===== config.mk =====
export PLATFORM = sky130hd
export DESIGN_NAME = keypad_four_function_calculator_unit
export DESIGN_NICKNAME = d
export VERILOG_FILES = /design/src/kfc_pkg.sv /design/src/keypad_four_function_calculator_unit.sv /design/src/kfc_serial_alu.sv
export SDC_FILE = /design/constraint.sdc
export NUM_CORES = 1
export LEC_CHECK = 0
export ABC_AREA = 0
export BUFFER_PORTS_ARGS = -buffer_cell sky130_fd_sc_hd__buf_2
export CAP_MARGIN = 20
export CORE_ASPECT_RATIO = 1.4
export CORE_MARGIN = 3
export CORE_UTILIZATION = 48
export DETAILED_ROUTE_END_ITERATION = 6
export PLACE_DENSITY = 0.66
export SLEW_MARGIN = 40
export SYNTH_ARGS = -nofsm -noshare
export SYNTH_HDL_FRONTEND = slang
export SYNTH_HIERARCHICAL = 1
export SYNTH_SLANG_ARGS = --single-unit
export TNS_END_PERCENT = 100

===== constraint.sdc =====
create_clock -name clock -period 3.3 [get_ports clock]
set_input_delay 0.33 -clock clock [delete_from_list [all_inputs] [get_ports clock]]
set_output_delay 0.33 -clock clock [all_outputs]
set_load 0.02 [all_outputs]

===== src/kfc_pkg.sv =====
// ----------------------------------------------------------------------------
// kfc_pkg
// Shared types and constants of the keypad four-function calculator.
// ----------------------------------------------------------------------------
package kfc_pkg;

   localparam int OPERAND_WIDTH = 16;
   localparam int VALUE_WIDTH   = 16;
   localparam int CNT_WIDTH     = $clog2(OPERAND_WIDTH);

   typedef logic [OPERAND_WIDTH-1:0] operand_type;
   typedef logic [VALUE_WIDTH-1:0]   value_type;
   typedef logic [CNT_WIDTH-1:0]     count_type;

   localparam logic [2:0] KIND_DIGIT  = 3'd0;
   localparam logic [2:0] KIND_ADD    = 3'd1;
   localparam logic [2:0] KIND_SUB    = 3'd2;
   localparam logic [2:0] KIND_MUL    = 3'd3;
   localparam logic [2:0] KIND_DIV    = 3'd4;
   localparam logic [2:0] KIND_EQUALS = 3'd5;
   localparam logic [2:0] KIND_CLEAR  = 3'd6;

   localparam logic [2:0] OP_NONE = 3'd0;

   localparam logic [1:0] STATUS_POS  = 2'd0;
   localparam logic [1:0] STATUS_NEG  = 2'd1;
   localparam logic [1:0] STATUS_DIV0 = 2'd2;

   localparam logic [1:0] PHASE_FIRST  = 2'd0;
   localparam logic [1:0] PHASE_SECOND = 2'd1;
   localparam logic [1:0] PHASE_DONE   = 2'd2;

   localparam operand_type TEN = operand_type'(10);

   typedef struct packed {
      logic [2:0] kind;
      logic [3:0] digit;
   } req_word_type;

   typedef struct packed {
      logic [1:0] status;
      value_type  value;
   } rsp_word_type;

   typedef struct packed {
      logic start;
      logic op_div;
   } alu_cmd_type;

   typedef struct packed {
      logic busy;
      logic done;
   } alu_sts_type;

endpackage


===== src/keypad_four_function_calculator_unit.sv =====
// ----------------------------------------------------------------------------
// keypad_four_function_calculator_unit
// Keypad calculator: operand entry, operator sequencing and result delivery.
// ----------------------------------------------------------------------------
//  port group | dir | handshake             | word
//  req_       | in  | req_valid/req_ready   | kind, digit
//  rsp_       | out | rsp_valid/rsp_ready   | status, value
//
//  A digit in phase 0 or 1 runs in the serial ALU (S_ACC), and a multiply or
//  divide result runs there too (S_CALC); the unit takes the next key only
//  once it is back in S_IDLE. Clear and unused codes stay in S_IDLE, other
//  keys pass through S_EVAL, and a result goes on through S_EMIT. Reset and
//  clear zero the operands, operator, equals flag and phase; a waiting result
//  stalls the unit only once the next result is ready.
// ----------------------------------------------------------------------------
module keypad_four_function_calculator_unit (
   input  logic                  clock,
   input  logic                  reset,
   input  logic                  req_valid,
   output logic                  req_ready,
   input  kfc_pkg::req_word_type req_word,
   output logic                  rsp_valid,
   input  logic                  rsp_ready,
   output kfc_pkg::rsp_word_type rsp_word
);

   localparam int W = kfc_pkg::OPERAND_WIDTH;

   typedef enum logic [4:0] {
      S_IDLE = 5'b00001,
      S_ACC  = 5'b00010,
      S_EVAL = 5'b00100,
      S_CALC = 5'b01000,
      S_EMIT = 5'b10000
   } state_type;

   state_type             state_ff, state_in;
   kfc_pkg::operand_type  first_ff, first_in;
   kfc_pkg::operand_type  second_ff, second_in;
   logic [2:0]            op_ff, op_in;
   logic                  eq_ff, eq_in;
   logic [1:0]            phase_ff, phase_in;
   logic [1:0]            res_status_ff, res_status_in;
   kfc_pkg::operand_type  res_value_ff, res_value_in;
   logic                  rsp_valid_ff, rsp_valid_in;
   kfc_pkg::rsp_word_type rsp_word_ff, rsp_word_in;

   kfc_pkg::alu_cmd_type  alu_cmd;
   kfc_pkg::alu_sts_type  alu_sts;
   kfc_pkg::operand_type  alu_a, alu_b, alu_addend, alu_result;

   logic                  req_take;
   logic [W:0]            diff;
   logic                  a_gt_b;

   kfc_serial_alu u_alu (
      .clock  (clock),
      .reset  (reset),
      .cmd    (alu_cmd),
      .a      (alu_a),
      .b      (alu_b),
      .addend (alu_addend),
      .sts    (alu_sts),
      .result (alu_result)
   );

   assign req_ready = (state_ff == S_IDLE);
   assign req_take  = req_valid && req_ready;
   assign diff      = {1'b0, first_ff} - {1'b0, second_ff};
   assign a_gt_b    = !diff[W] && (diff[W-1:0] != '0);

   always_comb begin
      state_in      = state_ff;
      first_in      = first_ff;
      second_in     = second_ff;
      op_in         = op_ff;
      eq_in         = eq_ff;
      phase_in      = phase_ff;
      res_status_in = res_status_ff;
      res_value_in  = res_value_ff;
      rsp_valid_in  = rsp_valid_ff && !rsp_ready;
      rsp_word_in   = rsp_word_ff;
      alu_cmd       = '0;
      alu_a         = first_ff;
      alu_b         = second_ff;
      alu_addend    = '0;
      case (state_ff)
         S_IDLE: begin
            if (req_take) begin
               case (req_word.kind)
                  kfc_pkg::KIND_DIGIT: begin
                     if (phase_ff == kfc_pkg::PHASE_DONE) begin
                        state_in = S_EVAL;
                     end else begin
                        alu_cmd.start = 1'b1;
                        alu_a         = (phase_ff == kfc_pkg::PHASE_FIRST) ? first_ff
                                                                          : second_ff;
                        alu_b         = kfc_pkg::TEN;
                        alu_addend    = kfc_pkg::operand_type'(req_word.digit);
                        state_in      = S_ACC;
                     end
                  end
                  kfc_pkg::KIND_ADD, kfc_pkg::KIND_SUB,
                  kfc_pkg::KIND_MUL, kfc_pkg::KIND_DIV,
                  kfc_pkg::KIND_EQUALS: begin
                     if (req_word.kind == kfc_pkg::KIND_EQUALS) begin
                        eq_in = 1'b1;
                     end else begin
                        op_in = req_word.kind;
                     end
                     if (phase_ff != kfc_pkg::PHASE_DONE) begin
                        phase_in = phase_ff + 2'd1;
                     end
                     state_in = S_EVAL;
                  end
                  kfc_pkg::KIND_CLEAR: begin
                     first_in  = '0;
                     second_in = '0;
                     op_in     = kfc_pkg::OP_NONE;
                     eq_in     = 1'b0;
                     phase_in  = kfc_pkg::PHASE_FIRST;
                  end
                  default: begin
                  end
               endcase
            end
         end
         S_ACC: begin
            if (alu_sts.done) begin
               if (phase_ff == kfc_pkg::PHASE_FIRST) begin
                  first_in = alu_result;
               end else begin
                  second_in = alu_result;
               end
               state_in = S_EVAL;
            end
         end
         S_EVAL: begin
            if (!eq_ff || phase_ff == kfc_pkg::PHASE_FIRST || op_ff == kfc_pkg::OP_NONE) begin
               state_in = S_IDLE;
            end else begin
               res_status_in = kfc_pkg::STATUS_POS;
               state_in      = S_EMIT;
               case (op_ff)
                  kfc_pkg::KIND_ADD: begin
                     res_value_in = first_ff + second_ff;
                  end
                  kfc_pkg::KIND_SUB: begin
                     if (a_gt_b) begin
                        res_value_in = diff[W-1:0];
                     end else begin
                        res_status_in = kfc_pkg::STATUS_NEG;
                        res_value_in  = ~diff[W-1:0] + kfc_pkg::operand_type'(1);
                     end
                  end
                  kfc_pkg::KIND_MUL: begin
                     alu_cmd.start = 1'b1;
                     state_in      = S_CALC;
                  end
                  default: begin
                     if (second_ff == '0) begin
                        res_status_in = kfc_pkg::STATUS_DIV0;
                        res_value_in  = '0;
                     end else begin
                        alu_cmd.start  = 1'b1;
                        alu_cmd.op_div = 1'b1;
                        state_in       = S_CALC;
                     end
                  end
               endcase
            end
         end
         S_CALC: begin
            if (alu_sts.done) begin
               res_value_in = alu_result;
               state_in     = S_EMIT;
            end
         end
         S_EMIT: begin
            if (!rsp_valid_ff || rsp_ready) begin
               rsp_valid_in       = 1'b1;
               rsp_word_in.status = res_status_ff;
               rsp_word_in.value  = kfc_pkg::value_type'(res_value_ff);
               state_in           = S_IDLE;
            end
         end
         default: begin
            state_in = S_IDLE;
         end
      endcase
   end

   always_ff @(posedge clock) begin
      if (reset) begin
         state_ff     <= S_IDLE;
         first_ff     <= '0;
         second_ff    <= '0;
         op_ff        <= kfc_pkg::OP_NONE;
         eq_ff        <= 1'b0;
         phase_ff     <= kfc_pkg::PHASE_FIRST;
         rsp_valid_ff <= 1'b0;
      end else begin
         state_ff     <= state_in;
         first_ff     <= first_in;
         second_ff    <= second_in;
         op_ff        <= op_in;
         eq_ff        <= eq_in;
         phase_ff     <= phase_in;
         rsp_valid_ff <= rsp_valid_in;
      end
      res_status_ff <= res_status_in;
      res_value_ff  <= res_value_in;
      rsp_word_ff   <= rsp_word_in;
   end

   assign rsp_valid = rsp_valid_ff;
   assign rsp_word  = rsp_word_ff;

   a_idle_alu_quiet: assert property (@(posedge clock) disable iff (reset)
      state_ff == S_IDLE |-> !alu_sts.busy)
      else $error("serial ALU busy while taking keys");

   a_done_expected: assert property (@(posedge clock) disable iff (reset)
      alu_sts.done |-> (state_ff == S_ACC || state_ff == S_CALC))
      else $error("serial ALU finished with no operation waiting");

   a_phase_range: assert property (@(posedge clock) disable iff (reset)
      phase_ff != 2'd3)
      else $error("phase counter past saturation");

   a_equals_phase: assert property (@(posedge clock) disable iff (reset)
      eq_ff |-> phase_ff != kfc_pkg::PHASE_FIRST)
      else $error("equals flag set in first operand phase");

endmodule


===== src/kfc_serial_alu.sv =====
// ----------------------------------------------------------------------------
// kfc_serial_alu
// Bit-serial multiply-accumulate and restoring divide, one bit per cycle.
// ----------------------------------------------------------------------------
module kfc_serial_alu (
   input  logic                 clock,
   input  logic                 reset,
   input  kfc_pkg::alu_cmd_type cmd,
   input  kfc_pkg::operand_type a,
   input  kfc_pkg::operand_type b,
   input  kfc_pkg::operand_type addend,
   output kfc_pkg::alu_sts_type sts,
   output kfc_pkg::operand_type result
);

   localparam int W = kfc_pkg::OPERAND_WIDTH;

   logic                 busy_ff, busy_in;
   logic                 done_ff, done_in;
   logic                 div_ff, div_in;
   kfc_pkg::count_type   cnt_ff, cnt_in;
   kfc_pkg::operand_type mcand_ff, mcand_in;
   kfc_pkg::operand_type mplier_ff, mplier_in;
   kfc_pkg::operand_type acc_ff, acc_in;
   kfc_pkg::operand_type rem_ff, rem_in;
   kfc_pkg::operand_type quo_ff, quo_in;

   logic [W:0]   shifted;
   logic [W+1:0] trial;

   always_comb begin
      shifted   = {rem_ff, quo_ff[W-1]};
      trial     = {1'b0, shifted} - {2'b00, mcand_ff};
      busy_in   = busy_ff;
      done_in   = 1'b0;
      div_in    = div_ff;
      cnt_in    = cnt_ff;
      mcand_in  = mcand_ff;
      mplier_in = mplier_ff;
      acc_in    = acc_ff;
      rem_in    = rem_ff;
      quo_in    = quo_ff;
      if (cmd.start) begin
         busy_in   = 1'b1;
         div_in    = cmd.op_div;
         cnt_in    = kfc_pkg::count_type'(W - 1);
         mcand_in  = cmd.op_div ? b : a;
         mplier_in = b;
         acc_in    = addend;
         rem_in    = '0;
         quo_in    = a;
      end else if (busy_ff) begin
         if (div_ff) begin
            quo_in = {quo_ff[W-2:0], ~trial[W+1]};
            rem_in = trial[W+1] ? shifted[W-1:0] : trial[W-1:0];
         end else begin
            if (mplier_ff[0]) begin
               acc_in = acc_ff + mcand_ff;
            end
            mcand_in  = {mcand_ff[W-2:0], 1'b0};
            mplier_in = {1'b0, mplier_ff[W-1:1]};
         end
         if (cnt_ff == '0) begin
            busy_in = 1'b0;
            done_in = 1'b1;
         end else begin
            cnt_in = cnt_ff - kfc_pkg::count_type'(1);
         end
      end
   end

   always_ff @(posedge clock) begin
      if (reset) begin
         busy_ff <= 1'b0;
         done_ff <= 1'b0;
      end else begin
         busy_ff <= busy_in;
         done_ff <= done_in;
      end
      div_ff    <= div_in;
      cnt_ff    <= cnt_in;
      mcand_ff  <= mcand_in;
      mplier_ff <= mplier_in;
      acc_ff    <= acc_in;
      rem_ff    <= rem_in;
      quo_ff    <= quo_in;
   end

   assign sts.busy = busy_ff;
   assign sts.done = done_ff;
   assign result   = div_ff ? quo_ff : acc_ff;

endmodule


=== Word level (Yosys, flattened, before mapping) ===
Index checks and enable logic that the tools add are counted.

* Flip-flop bits (word level): 167
* Input port bits: 11

* $add $sub $neg: 7
* Eq/ne operators: 31
* Muxes and demuxes: 77
* Bitwise logic cells: 5
* Reduce and logical (&&, ||, !) cells: 41

{| class="wikitable"
|+ Operators by type and width
! cell !! count
|-
| 16-bit 2-to-1 mux || 35
|-
| 16-bit case mux with 2 select lines || 3
|-
| 16-bit case mux with 3 select lines || 1
|-
| 16-bit adder || 2
|-
| 5-bit 2-to-1 mux || 6
|-
| 5-bit case mux with 5 select lines || 1
|-
| 2-bit != test, second input constant || 10
|-
| 5-bit case mux with 2 select lines || 2
|-
| 5-bit AND reduction || 4
|-
| 17-bit by 16-bit subtractor with 18-bit output || 1
|-
| 16-bit by 16-bit subtractor with 17-bit output || 1
|-
| 16-bit by 1-bit adder with 16-bit output, second input constant || 1
|-
| 16-bit logical NOT || 1
|-
| 4-bit 2-to-1 mux || 4
|-
| 16-bit inverter || 1
|-
| 16-bit nonzero test || 1
|-
| 1-bit 2-to-1 mux || 13
|-
| 3-bit by 2-bit equality test with 1-bit output, second input constant || 4
|-
| 2-bit AND reduction || 6
|-
| 4-bit AND reduction || 3
|-
| 2-bit nonzero test || 6
|-
| 3-bit equality test, second input constant || 3
|-
| 2-bit 2-to-1 mux || 4
|-
| 2-bit by 1-bit != test with 1-bit output, second input constant || 4
|-
| other kinds (26) || 44
|}

=== Logic depth before layout (Yosys ltp) ===
* Depth in word-level cells: 8
* Gate-level depth with buffers: 14

=== Modules after synthesis ===
The synthesis kept the hierarchy.

{| class="wikitable"
|+ By module, submodules not included
! module !! instances !! cells each !! area an instance (um2) !! sequential area each (um2)
|-
| keypad_four_function_calculator_unit || 1 || 739 || 5,781.8 || 1,961.9
|-
| kfc_serial_alu || 1 || 505 || 5,408.9 || 2,392.3
|}

=== Worst setup path before layout ===
OpenSTA, ideal clock, no wires.

* Path type: register to register
* Start point: register second_ff[0]
* End point: register res_value_ff[15] (data pin)
* Library setup time: 0.135 ns
* Arrival time: 3.341 ns
* Path slack: -0.176 ns
* Stages on the path, launching flop included: 13
* Path through: dfxtp_1 > ha_1 > inv_1 > fa_1 > a21o_1 > a221oi_1 > xnor2_1 > o2111ai_1 > a2111oi_4 > and4b_1 > a21boi_2 > or4_1 > nand3_1

* Longest elaborated chain between the ends: 7
* Elaborated cells between the ends (all ways): 11

{| class="wikitable"
|+ RTL lines
! what !! RTL line !! source
|-
| from (decl) || keypad_four_function_calculator_unit.sv:39 || <nowiki>kfc_pkg::operand_type second_ff, second_in;</nowiki>
|-
| from (signal assigned) || keypad_four_function_calculator_unit.sv:205 || <nowiki>second_ff <= second_in;</nowiki>
|-
| 16-bit by 16-bit subtractor with 17-bit output || keypad_four_function_calculator_unit.sv:69 || <nowiki>assign diff = {1'b0, first_ff} - {1'b0, second_ff};</nowiki>
|-
| 16-bit inverter (tied with other cells) || keypad_four_function_calculator_unit.sv:153 || <nowiki>res_value_in = ~diff[W-1:0] + kfc_pkg::operand_type'(1);</nowiki>
|-
| 16-bit by 1-bit adder with 16-bit output or 1-bit logical AND (tied branches) || keypad_four_function_calculator_unit.sv:153, keypad_four_function_calculator_unit.sv:70 ||
|-
| 16-bit 2-to-1 mux || keypad_four_function_calculator_unit.sv:149 || <nowiki>if (a_gt_b) begin</nowiki>
|-
| 16-bit case mux with 3 select lines * || keypad_four_function_calculator_unit.sv:144 || <nowiki>case (op_ff)</nowiki>
|-
| 16-bit 2-to-1 mux * || keypad_four_function_calculator_unit.sv:139 || <nowiki>if (!eq_ff || phase_ff == kfc_pkg::PHASE_FIRST || op_ff == kfc_pkg::OP_NONE) begin</nowiki>
|-
| 16-bit case mux with 2 select lines * || keypad_four_function_calculator_unit.sv:87 || <nowiki>case (state_ff)</nowiki>
|-
| via res_value_in[15] || keypad_four_function_calculator_unit.sv:44 || <nowiki>kfc_pkg::operand_type res_value_ff, res_value_in;</nowiki>
|-
| to (signal assigned) || keypad_four_function_calculator_unit.sv:212 || <nowiki>res_value_ff <= res_value_in;</nowiki>
|-
| to (decl) || keypad_four_function_calculator_unit.sv:44 ||
|}

The timed path passes the listed nets; every way through them passes the cells marked *. The select of a mux whose other input is x is not followed.
A chain may end at the register's enable or synchronous reset.

=== Final worst setup path ===
* Start point: register second_ff[3]
* End point: register res_value_ff[15] (data pin)

The elaborated chain is that of the path after synthesis.

==> metrics.txt <==
status finished clean; initial antenna violation count 0; chip height 187 µm; CP Capture Type flip-flop; R2R setup slack 0.02 ns; Mapped Area 11,200 µm²; hold_buf cts 0; layout cell share with drive strength beyond 1 0.201; Final period util 0.994; H-tree Lvls 4; Slew headroom 0.463; CTS tree yes; starting density of the core 0.493; maximum VDD drop 0.000389 V; Post-route DRC 0; total negative setup slack 0 ns; leak pwr 4.95 nW; slowest stage delay, CP 0.52 ns; Core Util, Final 0.569; Worst Clk Skew 0.0115 ns; Inserted Clock Buffers 17; Post-DRT Antenna Nets 0; clk buf depth 2; PwrDens 398 nW/µm²; P&R area growth vs syn 15.5%; CP cell instances inv_1, ha_1, a21o_1, or2_4, o211a_1, or3_4, a2111oi_4, and4b_2, a21boi_4, or4_1, nand3_1; Slowest cell on crit path or4_1; number of global-route vias before repair 9,216; Clock Latency Late Sink 0.43 ns; Avg Inst Size Synth 9.00 µm²; Cells after Synth 1,243; I/O Buffers 30; crit path DAT 3.58 ns; peak fanout along the critical path 6; Final setup violation count 0; Worst-Margin Slew 0.805 ns; Iter 0 DRT Violations 737; HPWL after DPL 21.5 mm; startpoint types flip-flop; Core ar. 22,700 µm²; grt ovf 0; type of the worst min-delay path input pin to flip-flop; maxcap violations 0; Total Routing Usage GR 0.227; reg2reg end res_value_ff[15]$_DFFE_PP_; Setup CP Type flip-flop to flip-flop; hold path depth 3; Clock Sinks 167; ant diodes 0; Routed WL 29.1 mm; Clock Pin Slew Worst Setup and Hold Paths 0.07 ns; Placer Congestion 0.913; DRT Pass-1 Iters 5; leading cell type in the layout, fill and taps excluded nor2_1; hold_ws 0.217 ns; Placement Cell Area 12,000 µm²; RSZ-0062 raised after global routing true; hold_sp rsp_ready; Synth Warn # 6; largest net degree at the start of global routing 52; Cells after DPL 1,588; Final Hold Vio Count 0; most frequent cells in the layout nor2_1, nand2_1, a21oi_1; Slew Viols, Final 0; first-pass GRT wire length 46.5 mm; I/O Pins 31; critical path data required time 3.60 ns; nets 1,402; WL/cell 17.8 µm; row count 65; fmax 305 MHz; clk root buf clkbuf_16; die area 25,200 µm²; worst reg2reg path depth 11; post-route cell area 12,900 µm²; post-layout min period 3.28 ns; Hold Path Sink rsp_valid$_SDFF_PP0_; vias after detailed routing 9,390; vias per cell 5.75; worst r2r src second_ff[3]$_SDFFE_PP0P_; final std cells w/o fill 1,634; Die Width 135 µm
## metal layers
layer / vias to the layer above / part of all wire / track usage
met1: 4470 / 0.43 / 0.286
li1: 4622 / - / -
met5: - / 0 / 0
met2: 244 / 0.51 / 0.398
met3: 54 / 0.037 / 0.0299
met4: 0 / 0.029 / 0.0799
## report_power, final
part	internal [mW]	total [mW]	switching [mW]
Clock	1.01	1.89	0.876
Sequential	2.30	2.37	0.0670
Combinational	0.344	0.888	0.544
Total	3.66	5.15	1.49
## sequential cells by signal (all words and copies together), names as in the netlist, 16 cells and up
signal / flops
res_value_ff: 16
u_alu/quo_ff: 16
u_alu/acc_ff: 16
u_alu/mcand_ff: 16
first_ff: 16
u_alu/mplier_ff: 16
second_ff: 16
rsp_word: 18
u_alu/rem_ff: 16
## per-stage QoR
step | worst slack (ns) | total power, mW
after CTS | 0.0192 | 5.13
after floorplan | -0.00140 | 3.01
after global routing | -0.0716 | 5.37
final | 0.0209 | 5.15
after detailed placement | 0.0182 | 3.25
after global placement | 0.0492 | 3.23
## critical path, delay by kind of cell, from the launching register on
kind	cells	cell delay [ns]
compound gates	4	0.91
buf+inv	1	0.06
simple gates	5	1.63
flops	1	0.33
fa+ha+maj	1	0.22
## what timing repair did
action                     4_1_cts  5_1_grt
pin swaps                        0       20
gates resized for setup          2       51
setup endpoints to repair        1       16
setup buffers                    0       13
hold endpoints to repair         0        0
gates cloned                     0        0
## area by class of cell
type                       instances  area [µm²]
multi-input combinational        955        6580
timing repair buffer             110         781
clock buffer                      19         453
inverter                          69         262
sequential                       167        4370
clock inverter                    13        92.6
tap                              301         377
fill                            2016        9770
## how the worst max path moves through the flow
stage | from | slack (ns) | to
5_1_grt | second_ff[9]$_SDFFE_PP0P_ | -0.07 | res_value_ff[1]$_DFFE_PP_
3_3_place_gp | first_ff[0]$_SDFFE_PP0P_ | 0.05 | res_value_ff[15]$_DFFE_PP_
3_5_place_dp | first_ff[0]$_SDFFE_PP0P_ | 0.02 | res_value_ff[15]$_DFFE_PP_
4_1_cts | first_ff[0]$_SDFFE_PP0P_ | 0.02 | res_value_ff[15]$_DFFE_PP_
2_1_floorplan | second_ff[0]$_SDFFE_PP0P_ | -0.001 | res_value_ff[15]$_DFFE_PP_
6_report | second_ff[3]$_SDFFE_PP0P_ | 0.02 | res_value_ff[15]$_DFFE_PP_
Power figures use the tool's default switching activity.
